File: src/sv/led_matrix_scan_serializer_defines.svh
// Assertion macros shared by the LED matrix scan serializer RTL.
`ifndef LED_MATRIX_SCAN_SERIALIZER_DEFINES_SVH
`define LED_MATRIX_SCAN_SERIALIZER_DEFINES_SVH

`ifndef ASSERT_OFF
`define LMSS_ASSERT_RST(lbl, prop, msg) \
  lbl: assert property (@(posedge clk_i) disable iff (!rst_ni) prop) else $error(msg);
`define LMSS_ASSERT_ALWAYS(lbl, prop, msg) \
  lbl: assert property (@(posedge clk_i) prop) else $error(msg);
`else
`define LMSS_ASSERT_RST(lbl, prop, msg)
`define LMSS_ASSERT_ALWAYS(lbl, prop, msg)
`endif

`endif

File: src/sv/lmss_pkg.sv
// Types and constants of the LED matrix scan serializer.
`default_nettype none
package lmss_pkg;

  localparam int unsigned Columns = 12;
  localparam int unsigned WordBits = 24;
  localparam int unsigned CathBits = 8;
  localparam logic [15:0] DwellReset = 16'd50;
  localparam logic [3:0] ActiveReset = 4'd12;

  typedef enum logic [1:0] {
    PH_START,
    PH_SHIFT,
    PH_SHOW
  } phase_e;

  typedef enum logic {
    CMD_TICK,
    CMD_WRITE
  } cmd_e;

  typedef enum logic {
    CFG_DWELL,
    CFG_ACTIVE
  } cfg_idx_e;

  typedef struct packed {
    logic cathode_data;
    logic cathode_clock;
    logic anode_data;
    logic anode_clock;
    logic latch;
  } pins_t;

  typedef struct packed {
    logic [15:0] dwell_ticks;
    logic [3:0]  active_columns;
  } cfg_t;

endpackage
`default_nettype wire

File: src/sv/led_matrix_scan_serializer.sv
// Top level of the LED matrix scan serializer.
// The block takes one transaction per clock cycle. A tick transaction yields
// one pin-state transaction, registered in the cycle after it; a write transaction
// updates the frame store and yields none. The rate is set by the scan
// sequencer, whose next state is formed combinationally from its registers and
// inputs, and by the output register, which is loaded while its previous
// transaction is being taken, so the input stalls only while the output stalls.
// Each column takes one start tick, 48 shift ticks and dwell_ticks show ticks (one if zero).
`default_nettype none
`include "led_matrix_scan_serializer_defines.svh"
module led_matrix_scan_serializer #(
  parameter int unsigned Columns = lmss_pkg::Columns
) (
  input  wire logic        clk_i,
  input  wire logic        rst_ni,
  input  wire logic        s_axis_tvalid_i,
  output logic             s_axis_tready_o,
  // tdata: column [3:0], pattern [11:4], zero [15:12]
  input  wire logic [15:0] s_axis_tdata_i,
  // tuser: command
  input  wire logic        s_axis_tuser_i,
  output logic             m_axis_tvalid_o,
  input  wire logic        m_axis_tready_i,
  // tdata: latch, anode_clock, anode_data, cathode_clock, cathode_data,
  // column_now [8:5], zero [15:9]
  output logic      [15:0] m_axis_tdata_o,
  input  wire logic        cfg_we_i,
  input  wire logic        cfg_index_i,
  input  wire logic [15:0] cfg_data_i
);

  lmss_pkg::cfg_t  cfg_q;
  lmss_pkg::pins_t pins;
  logic [3:0] col_now;
  logic [3:0] rd_col;
  logic [7:0] rd_data;
  logic       s_fire;
  logic       is_write;
  logic       tick;
  logic       out_valid_q;
  logic [15:0] out_data_q;

  assign s_axis_tready_o = !out_valid_q || m_axis_tready_i;
  assign s_fire = s_axis_tvalid_i && s_axis_tready_o;
  assign is_write = lmss_pkg::cmd_e'(s_axis_tuser_i) == lmss_pkg::CMD_WRITE;
  assign tick = s_fire && !is_write;

  always_ff @(posedge clk_i or negedge rst_ni) begin
    if (!rst_ni) begin
      cfg_q.dwell_ticks <= lmss_pkg::DwellReset;
      cfg_q.active_columns <= lmss_pkg::ActiveReset;
    end else if (cfg_we_i) begin
      case (lmss_pkg::cfg_idx_e'(cfg_index_i))
        lmss_pkg::CFG_DWELL: begin
          cfg_q.dwell_ticks <= cfg_data_i;
        end
        lmss_pkg::CFG_ACTIVE: begin
          cfg_q.active_columns <= cfg_data_i[3:0];
        end
        default: begin
          cfg_q <= cfg_q;
        end
      endcase
    end
  end

  lmss_frame_store #(
    .Columns(Columns)
  ) u_store (
    .clk_i    (clk_i),
    .rst_ni   (rst_ni),
    .wr_en_i  (s_fire && is_write),
    .wr_col_i (s_axis_tdata_i[3:0]),
    .wr_data_i(s_axis_tdata_i[11:4]),
    .rd_col_i (rd_col),
    .rd_data_o(rd_data)
  );

  lmss_scan_core #(
    .Columns(Columns)
  ) u_core (
    .clk_i    (clk_i),
    .rst_ni   (rst_ni),
    .tick_i   (tick),
    .cfg_i    (cfg_q),
    .rd_data_i(rd_data),
    .rd_col_o (rd_col),
    .pins_o   (pins),
    .col_now_o(col_now)
  );

  always_ff @(posedge clk_i or negedge rst_ni) begin
    if (!rst_ni) begin
      out_valid_q <= 1'b0;
    end else if (s_axis_tready_o) begin
      out_valid_q <= tick;
    end
  end

  always_ff @(posedge clk_i) begin
    if (tick) begin
      out_data_q <= {7'd0, col_now, pins};
    end
  end

  assign m_axis_tvalid_o = out_valid_q;
  assign m_axis_tdata_o = out_data_q;

  `LMSS_ASSERT_RST(a_tick_gives_result, tick |=> m_axis_tvalid_o, "tick transaction lost")
  `LMSS_ASSERT_RST(a_write_no_result, (s_fire && is_write) |=> !m_axis_tvalid_o, "write made a result")
  `LMSS_ASSERT_RST(a_latch_clocks_low, (m_axis_tvalid_o && m_axis_tdata_o[0]) |-> (!m_axis_tdata_o[1] && !m_axis_tdata_o[3]), "clock high while latched")
  `LMSS_ASSERT_ALWAYS(a_one_clock, m_axis_tvalid_o |-> !(m_axis_tdata_o[1] && m_axis_tdata_o[3]), "both shift clocks high")

endmodule
`default_nettype wire

File: src/sv/lmss_frame_store.sv
// Frame store: one row pattern per column, cleared at reset.
`default_nettype none
module lmss_frame_store #(
  parameter int unsigned Columns = lmss_pkg::Columns
) (
  input  wire logic       clk_i,
  input  wire logic       rst_ni,
  input  wire logic       wr_en_i,
  input  wire logic [3:0] wr_col_i,
  input  wire logic [7:0] wr_data_i,
  input  wire logic [3:0] rd_col_i,
  output logic      [7:0] rd_data_o
);

  localparam int unsigned IdxW = (Columns > 1) ? $clog2(Columns) : 1;
  localparam logic [4:0] ColLimit = 5'(Columns);

  logic [7:0] store_q [Columns];
  logic       wr_ok;
  logic       rd_ok;

  assign wr_ok = {1'b0, wr_col_i} < ColLimit;
  assign rd_ok = {1'b0, rd_col_i} < ColLimit;

  always_ff @(posedge clk_i or negedge rst_ni) begin
    if (!rst_ni) begin
      for (int i = 0; i < Columns; i++) begin
        store_q[i] <= '0;
      end
    end else if (wr_en_i && wr_ok) begin
      store_q[wr_col_i[IdxW-1:0]] <= wr_data_i;
    end
  end

  assign rd_data_o = rd_ok ? store_q[rd_col_i[IdxW-1:0]] : store_q[0];

endmodule
`default_nettype wire

File: src/sv/lmss_scan_core.sv
// Scan sequencer: phase, bit and dwell counters and the pin levels.
`default_nettype none
module lmss_scan_core #(
  parameter int unsigned Columns = lmss_pkg::Columns
) (
  input  wire logic          clk_i,
  input  wire logic          rst_ni,
  input  wire logic          tick_i,
  input  wire lmss_pkg::cfg_t cfg_i,
  input  wire logic    [7:0] rd_data_i,
  output logic         [3:0] rd_col_o,
  output lmss_pkg::pins_t    pins_o,
  output logic         [3:0] col_now_o
);

  localparam logic [4:0] ColLimit = 5'(Columns);
  localparam logic [4:0] LastBit = 5'(lmss_pkg::WordBits - 1);
  localparam logic [4:0] CathLimit = 5'(lmss_pkg::CathBits);

  lmss_pkg::phase_e phase_q, phase_d;
  logic [3:0]  col_q, col_d;
  logic [4:0]  bit_q, bit_d;
  logic        half_q, half_d;
  logic [15:0] dwell_q, dwell_d;
  logic [23:0] word_q, word_d;
  lmss_pkg::pins_t pins_q, pins_d;

  logic        cur_bit;
  logic        cath;
  logic [15:0] cnt;
  logic [15:0] dwell_lim;
  logic [3:0]  act_lim;
  logic [4:0]  next_col;
  logic [15:0] onehot;

  always_comb begin
    phase_d = phase_q;
    col_d = col_q;
    bit_d = bit_q;
    half_d = half_q;
    dwell_d = dwell_q;
    word_d = word_q;
    pins_d = pins_q;
    cur_bit = word_q[LastBit - bit_q];
    cath = bit_q < CathLimit;
    cnt = dwell_q + 16'd1;
    dwell_lim = (cfg_i.dwell_ticks == '0) ? 16'd1 : cfg_i.dwell_ticks;
    act_lim = (cfg_i.active_columns == '0) ? 4'd1 : cfg_i.active_columns;
    next_col = {1'b0, col_q} + 5'd1;
    onehot = '0;
    onehot[col_q] = 1'b1;
    case (phase_q)
      lmss_pkg::PH_SHIFT: begin
        pins_d.latch = 1'b0;
        pins_d.anode_clock = 1'b0;
        pins_d.cathode_clock = 1'b0;
        if (cath) begin
          pins_d.cathode_data = cur_bit;
        end else begin
          pins_d.anode_data = cur_bit;
        end
        if (half_q) begin
          if (cath) begin
            pins_d.cathode_clock = 1'b1;
          end else begin
            pins_d.anode_clock = 1'b1;
          end
          half_d = 1'b0;
          if (bit_q == LastBit) begin
            bit_d = '0;
            dwell_d = '0;
            phase_d = lmss_pkg::PH_SHOW;
          end else begin
            bit_d = bit_q + 5'd1;
          end
        end else begin
          half_d = 1'b1;
        end
      end
      lmss_pkg::PH_SHOW: begin
        pins_d.anode_clock = 1'b0;
        pins_d.cathode_clock = 1'b0;
        pins_d.latch = 1'b1;
        if (cnt >= dwell_lim) begin
          dwell_d = '0;
          phase_d = lmss_pkg::PH_START;
          if (next_col >= {1'b0, act_lim} || next_col >= ColLimit) begin
            col_d = '0;
          end else begin
            col_d = next_col[3:0];
          end
        end else begin
          dwell_d = cnt;
        end
      end
      default: begin
        word_d = {~rd_data_i, onehot};
        pins_d.latch = 1'b0;
        pins_d.anode_clock = 1'b0;
        pins_d.cathode_clock = 1'b0;
        bit_d = '0;
        half_d = 1'b0;
        phase_d = lmss_pkg::PH_SHIFT;
      end
    endcase
  end

  always_ff @(posedge clk_i or negedge rst_ni) begin
    if (!rst_ni) begin
      phase_q <= lmss_pkg::PH_START;
      col_q <= '0;
      bit_q <= '0;
      half_q <= 1'b0;
      dwell_q <= '0;
      word_q <= '0;
      pins_q <= '0;
    end else if (tick_i) begin
      phase_q <= phase_d;
      col_q <= col_d;
      bit_q <= bit_d;
      half_q <= half_d;
      dwell_q <= dwell_d;
      word_q <= word_d;
      pins_q <= pins_d;
    end
  end

  assign rd_col_o = col_q;
  assign pins_o = pins_d;
  assign col_now_o = col_q;

endmodule
`default_nettype wire

File: config.mk
export PLATFORM = sky130hd
export DESIGN_NAME = led_matrix_scan_serializer
export DESIGN_NICKNAME = d
export VERILOG_FILES = /design/src/sv/lmss_pkg.sv /design/src/sv/led_matrix_scan_serializer.sv /design/src/sv/lmss_frame_store.sv /design/src/sv/lmss_scan_core.sv
export VERILOG_INCLUDE_DIRS = /design/src /design/src/sv
export SDC_FILE = /design/constraint.sdc
export NUM_CORES = 1
export LEC_CHECK = 0
export ABC_CLOCK_PERIOD_IN_PS = 4200
export BUFFER_PORTS_ARGS = -buffer_cell sky130_fd_sc_hd__buf_2
export CAP_MARGIN = 10
export CORE_MARGIN = 10
export CORE_UTILIZATION = 55
export CTS_BUF_LIST = sky130_fd_sc_hd__clkbuf_4 sky130_fd_sc_hd__clkbuf_8 sky130_fd_sc_hd__clkbuf_16
export DETAILED_ROUTE_END_ITERATION = 10
export GPL_ROUTABILITY_DRIVEN = 0
export PLACE_DENSITY_LB_ADDON = 0.2
export SYNTH_ARGS = -nofsm -noshare
export SYNTH_HDL_FRONTEND = slang
export SYNTH_SLANG_ARGS = --single-unit
File: constraint.sdc
create_clock -name clk_i -period 4.2 [get_ports clk_i]
set_clock_uncertainty 0.1 [all_clocks]
set_input_delay 0.21 -clock clk_i [delete_from_list [all_inputs] [get_ports clk_i]]
set_output_delay 0.21 -clock clk_i [all_outputs]
set_load 0.01 [all_outputs]
Word level (Yosys, flattened, before mapping)
Cells that the tools add are included.
{"block": "classes", "addsub": 4, "mul": 0, "n_div": 0, "n_lt_le_gt_ge": 12, "n_eq_ne": 6, "shifts": 0, "mux": 35, "bitwise": 6, "n_reduce_logical": 23}
{"cell": "bitwise mux 96 bit", "count": 1}
{"cell": "two-way mux 16 bit", "count": 4}
{"cell": "binary-select mux 8 bit (select 4 bit)", "count": 1}
{"cell": "demux 8 bit (select 4 bit)", "count": 1}
{"cell": "two-way mux 8 bit", "count": 4}
{"cell": "one-hot mux 16 bit (2 select lines)", "count": 1}
{"cell": "adder 16 x 1 -> 16 bit (second input constant)", "count": 1}
{"cell": ">= comparator 16 bit", "count": 1}
{"cell": "zero test 16 bit", "count": 1}
{"cell": ">= comparator 5 bit (second input constant)", "count": 2}
{"cell": "two-way mux 1 bit", "count": 10}
{"cell": "two-way mux 5 bit", "count": 2}
{"cell": "inverter 4 -> 5 bit", "count": 2}
{"cell": "one-hot mux 5 bit (2 select lines)", "count": 1}
{"cell": "AND reduction 2 bit", "count": 5}
{"cell": "less-than comparator 4 bit (second input constant)", "count": 2}
{"cell": "two-way mux 4 bit", "count": 2}
{"cell": "inverter 8 bit", "count": 1}
{"cell": "one-hot mux 2 bit (2 select lines)", "count": 2}
{"cell": "AND reduction 4 bit", "count": 2}
{"cell": "logical AND 1 bit", "count": 6}
{"cell": "less-than comparator 5 x 6 -> 1 bit (second input constant)", "count": 1}
{"cell": "two-way mux 2 bit", "count": 3}
{"cell": "!= test 2 x 1 -> 1 bit (second input constant)", "count": 3}
{"cell": "22 further kinds", "count": 27}
{"block": "totals", "register_bits": 180, "latch_bits": 0, "ramBits": 0, "mem_bits_ro": 0, "input_bits": 39, "output_inout_bits": 18, "memories": 0}

Depth between registers and ports, before layout
{"block": "logic_depth", "ltp_word": 6, "ltp_mapped": 14}

By module
From an unflattened synthesis, not the netlist that was laid out.
{"block": "unflattened", "hier_cells": 712, "hier_area_um2": 9286.4}
{"mod": "lmss_frame_store", "n_inst": 1, "cells_per_inst": 283, "area_per_inst_um2": 4523.1, "seq_area_each_um2": 2402.3}
{"mod": "lmss_scan_core", "n_inst": 1, "cells_per_inst": 362, "area_per_inst_um2": 3564.7, "seq_area_each_um2": 1351.3}
{"mod": "led_matrix_scan_serializer", "n_inst": 1, "cells_per_inst": 67, "area_per_inst_um2": 1198.6, "seq_area_each_um2": 802.0}

Least setup slack after synthesis
No wires, ideal clock.
{"block": "synth_path", "kind": "register to register", "start": "register u_core.dwell_q[3]", "end": "register u_core.phase_q[0]", "setup_ps": 125, "arrival_time_ps": 3443, "required_ps": 3975, "setup_slack_ps": 533, "stages_incl_launch_ff": 14, "path_buffers": 3, "synth_period_minus_slack_ps": 3667, "path_cell_list": "dfrtp_1 -> clkbuf_1 -> and3_1 -> clkbuf_1 -> nand3_1 -> or2_2 -> xnor2_1 -> ha_1 -> nand4_2 -> or4_1 -> o32a_1 -> buf_6 -> a31oi_4 -> mux2_2"}
{"block": "synth_via", "elab_chain_len": 4}
{"item": "start, declared", "line": "lmss_scan_core.sv:24", "source": "logic [15:0] dwell_q, dwell_d;"}
{"item": "start signal, assigned", "line": "lmss_scan_core.sv:122", "source": "dwell_q <= dwell_d;"}
{"item": "adder 16 x 1 -> 16 bit", "line": "lmss_scan_core.sv:46", "source": "cnt = dwell_q + 16'd1;"}
{"item": ">= comparator 16 bit", "line": "lmss_scan_core.sv:84", "source": "if (cnt >= dwell_lim) begin"}
{"item": "!= test 2 x 1 -> 1 bit (no source line)"}
{"item": "AND reduction 4 bit (no source line)"}
{"item": "end signal, assigned", "line": "lmss_scan_core.sv:110", "source": "phase_q <= lmss_pkg::PH_START;"}
{"item": "end signal, assigned", "line": "lmss_scan_core.sv:118", "source": "phase_q <= phase_d;"}
{"item": "end, declared", "line": "lmss_scan_core.sv:20", "source": "lmss_pkg::phase_e phase_q, phase_d;"}
No other way between the ends.
A chain may end at the register's enable or synchronous reset.

Worst setup path in the final report
{"block": "layout_path", "start": "register u_core.dwell_q[0]", "end": "register u_core.dwell_q[5]"}
{"block": "layout_via", "elab_chain_len": 4}
{"item": "adder 16 x 1 -> 16 bit *", "line": "lmss_scan_core.sv:46"}
{"item": ">= comparator 16 bit", "line": "lmss_scan_core.sv:84"}
{"item": "two-way mux 16 bit *", "line": "lmss_scan_core.sv:84"}
{"item": "one-hot mux 16 bit (2 select lines) *", "line": "lmss_scan_core.sv:52", "source": "case (phase_q)"}
Mark *: on every way between the ends. The rest lies on a longest branch, timed or not.

==> reports/results.txt <==
WS Path Type = flop to flop
Slew @ Worst Pin = 1210 ps
Sequential share of power = 46.5%
Total GRT Usage = 17.9%
Vias per cell = 5.78
Row count = 47
Core box area = 16500 um2
Max-Cap Viols = 0
I/O Buffers = 45
Synth Area per Inst = 12.0 um2
Setup TNS = 0 ps
Dpl cells = 990
Clk sinks = 180
Final setup viols = 0
Cts hold-fix bufs = 17
DR WL met2 = 10100 um
Top metal layer carrying routed signals = met4
Logic pwr share = 20.0%
Wl on met1 = 8090 um
FMAX = 0.255 GHz
Net Switching = 1.37 mW
Via count = 6016
Ys Warns = 0
Dpl hpwl = 13600 um
Final cell count without fillers = 1041
Post-Layout Inst Area = 10300 um2
Min cycle time layout = 3930 ps
Outcome = completed
Post-CTS Repair Setup Buffers = 0
Die Area = 22200 um2
CP max-delay cell = or4_1
DR pass1 iterations = 5
Startpoint types = flop
Leak = 4.55 nW
CP Cell Sequence = ha_1, and2_1, nand3_1, or2_2, xnor2_1, ha_1, nand4_2, or4_1, o32a_1, buf_4, nand3_1, buf_4, o211ai_1
Ys async rst share = 95.0%
Post-synth top flop = dfrtp_1
Worst min-delay path category = primary input to flop
RSZ-0062 raised after global routing = false
Initial Util = 55.5%
Die height = 149 um
Max Slew Vio Count = 0
Clock power frac = 33.5%
Seq/Total Area, Yosys = 49.8%
CTS clock-pin slew for the worst setup and hold paths = 70 ps
Post-CTS Resized = 0
ANT nets after route = 0
Register bit total from synthesis = 180
Clock Latency Late Sink = 440 ps
CTS tree = built
Global-route wire length before repair = 31800 um
Post-DP Area = 9530 um2
CP max FO = 13
Final WL = 19200 um
Root Buffer = clkbuf_16
Mapped Cells = 760
Final hold viol count = 0
Layout area overhead = 12.7%
Internal power = 3.50 mW
DRC violations left = 0
Initial DRC count = 516
Slowest stage delay, CP = 530 ps
Critical Path RT = 4400 ps
Die width = 149 um
CTS max path bufs = 2
Core Util, Final = 62.6%
Total grt overflow = 0
Data arrival, critical path = 4130 ps
DR WL/cell = 18.5 um
Slew HR = 18.9%
Post-Syn Area = 9140 um2
CTS H-Tree Depth = 4
Power per cell area = 472 nW/um2
I/O pin cnt = 57
Layout cells sized above 1 = 31.0%
Met3 WL = 696 um
Switching Share = 28.1%
CP Capture Type = flop
Post-synth EDFFs = 9
CTS buffer count = 17
Antenna violations before repair = 1
Synth unique cells = 57
Share of the cycle needed by the critical path after routing = 93.5%
Vias in the first global route = 6374
Largest net degree at the start of global routing = 100
Peak supply drop = 0.359 mV
Fin nets = 875
## state kept, by name, summed over array words and instances (netlist names)
register          cells
u_store.store_q      96
u_core.half_q         1
u_core.word_q        24
u_core.bit_q          5
u_core.dwell_q       16
u_core.phase_q        2
u_core.col_now_o      4
cfg_q                20
m_axis_tvalid_o       1
m_axis_tdata_o        9
u_core.pins_q         2
## logic make-up after synthesis
family	share of synthesized area, %
simple gates	11.5
flops	49.8
mux	23.4
compound gates	5.93
buf+inv	3.74
fa+ha+maj	4.11
xor+xnor	1.53
other cells	0.0410
## worst paths after layout
kind | start | end | slack (ps) | cells past startpoint
setup / recovery | u_core.dwell_q[0]$_DFFE_PN0P_ | u_core.dwell_q[5]$_DFFE_PN0P_ | 270 | 13
hold / removal | s_axis_tdata_i[11] | u_store.store_q[31]$_DFFE_PN0P_ | 60 | 2
setup reg to reg | u_core.dwell_q[0]$_DFFE_PN0P_ | u_core.dwell_q[5]$_DFFE_PN0P_ | 270 | 13
hold reg to reg | u_core.word_q[15]$_DFFE_PN0P_ | u_core.word_q[15]$_DFFE_PN0P_ | 380 | 2
max in group asynchronous | rst_ni | u_store.store_q[37]$_DFFE_PN0P_ | 2740 | 3
min in group asynchronous | rst_ni | u_core.bit_q[0]$_DFFE_PN0P_ | 370 | 2
## critical path: cells and delay by family, from the launching register on
kind | cells | cell delay (ps)
buffers and inverters | 2 | 470
adder cells (fa/ha/maj) | 2 | 590
AO/OA/AOI/OAI | 2 | 640
XOR/XNOR | 1 | 140
AND/OR/NAND/NOR | 6 | 1410
flip-flops | 1 | 430
## power by group through the flow
stage	Clock, mW	Sequential (mW)	Combinational [mW]
after floorplan	0	2.21	0.768
after global placement	0	2.27	0.910
after detailed placement	0	2.30	0.968
after CTS	1.66	2.26	0.989
after global routing	1.73	2.30	1.09
final	1.63	2.27	0.974
## cells in the final DEF (no fill, tap or decap), types with 17 or more instances in the layout
cell	n
dfrtp_1	165
mux2_2	112
nand2_1	105
o21ai_0	47
buf_2	44
mux4_2	38
ha_1	30
inv_1	29
nand3_1	19
nand4_1	19
nor2_1	19
clkbuf_16	17
dlygate4sd3_1	17
## layer usage
layer	vias up	GRT usage (%)
met5	-	0
met4	0	5.59
met3	24	4.13
met2	101	31.4
met1	3068	21.4
li1	2823	-
## synth_stat cells (7+ instances only)
cell type | n | area share [%]
a21oi_1 | 7 | 0.38
buf_4 | 7 | 0.57
clkbuf_1 | 31 | 1.3
dfrtp_1 | 166 | 45
edfxtp_1 | 9 | 3.0
ha_1 | 30 | 4.1
inv_1 | 29 | 1.2
mux2_2 | 112 | 14
mux4_2 | 38 | 9.4
nand2_1 | 105 | 4.3
nand3_1 | 19 | 1.0
nand4_1 | 19 | 1.3
nor2_1 | 19 | 0.78
nor2b_1 | 9 | 0.62
nor3_1 | 7 | 0.38
o211ai_1 | 13 | 1.1
o21ai_0 | 47 | 2.6
xnor2_1 | 12 | 1.1
## layout make-up
type	count	area (um2)
Fill cell	1295	6160
Sequential cell	180	4560
Multi-Input combinational cell	506	4270
Timing Repair Buffer	72	489
Clock buffer	21	468
Tap cell	220	275
Clock inverter	11	136
Inverter	29	109
Antenna cell	2	5.00
## metrics by stage
| step | total power, mW | setup WS [ps] | hold WS (ps) |
|---|---|---|---|
| 2_1_floorplan | 2.97 | 533 | -186 |
| 3_3_place_gp | 3.18 | 383 | 270 |
| 3_5_place_dp | 3.26 | 285 | 290 |
| 4_1_cts | 4.91 | 268 | 51.8 |
| 5_1_grt | 5.12 | 73.5 | 81.4 |
| 6_report | 4.87 | 274 | 61.4 |
Note: power is estimated with default switching activity, not from simulation.
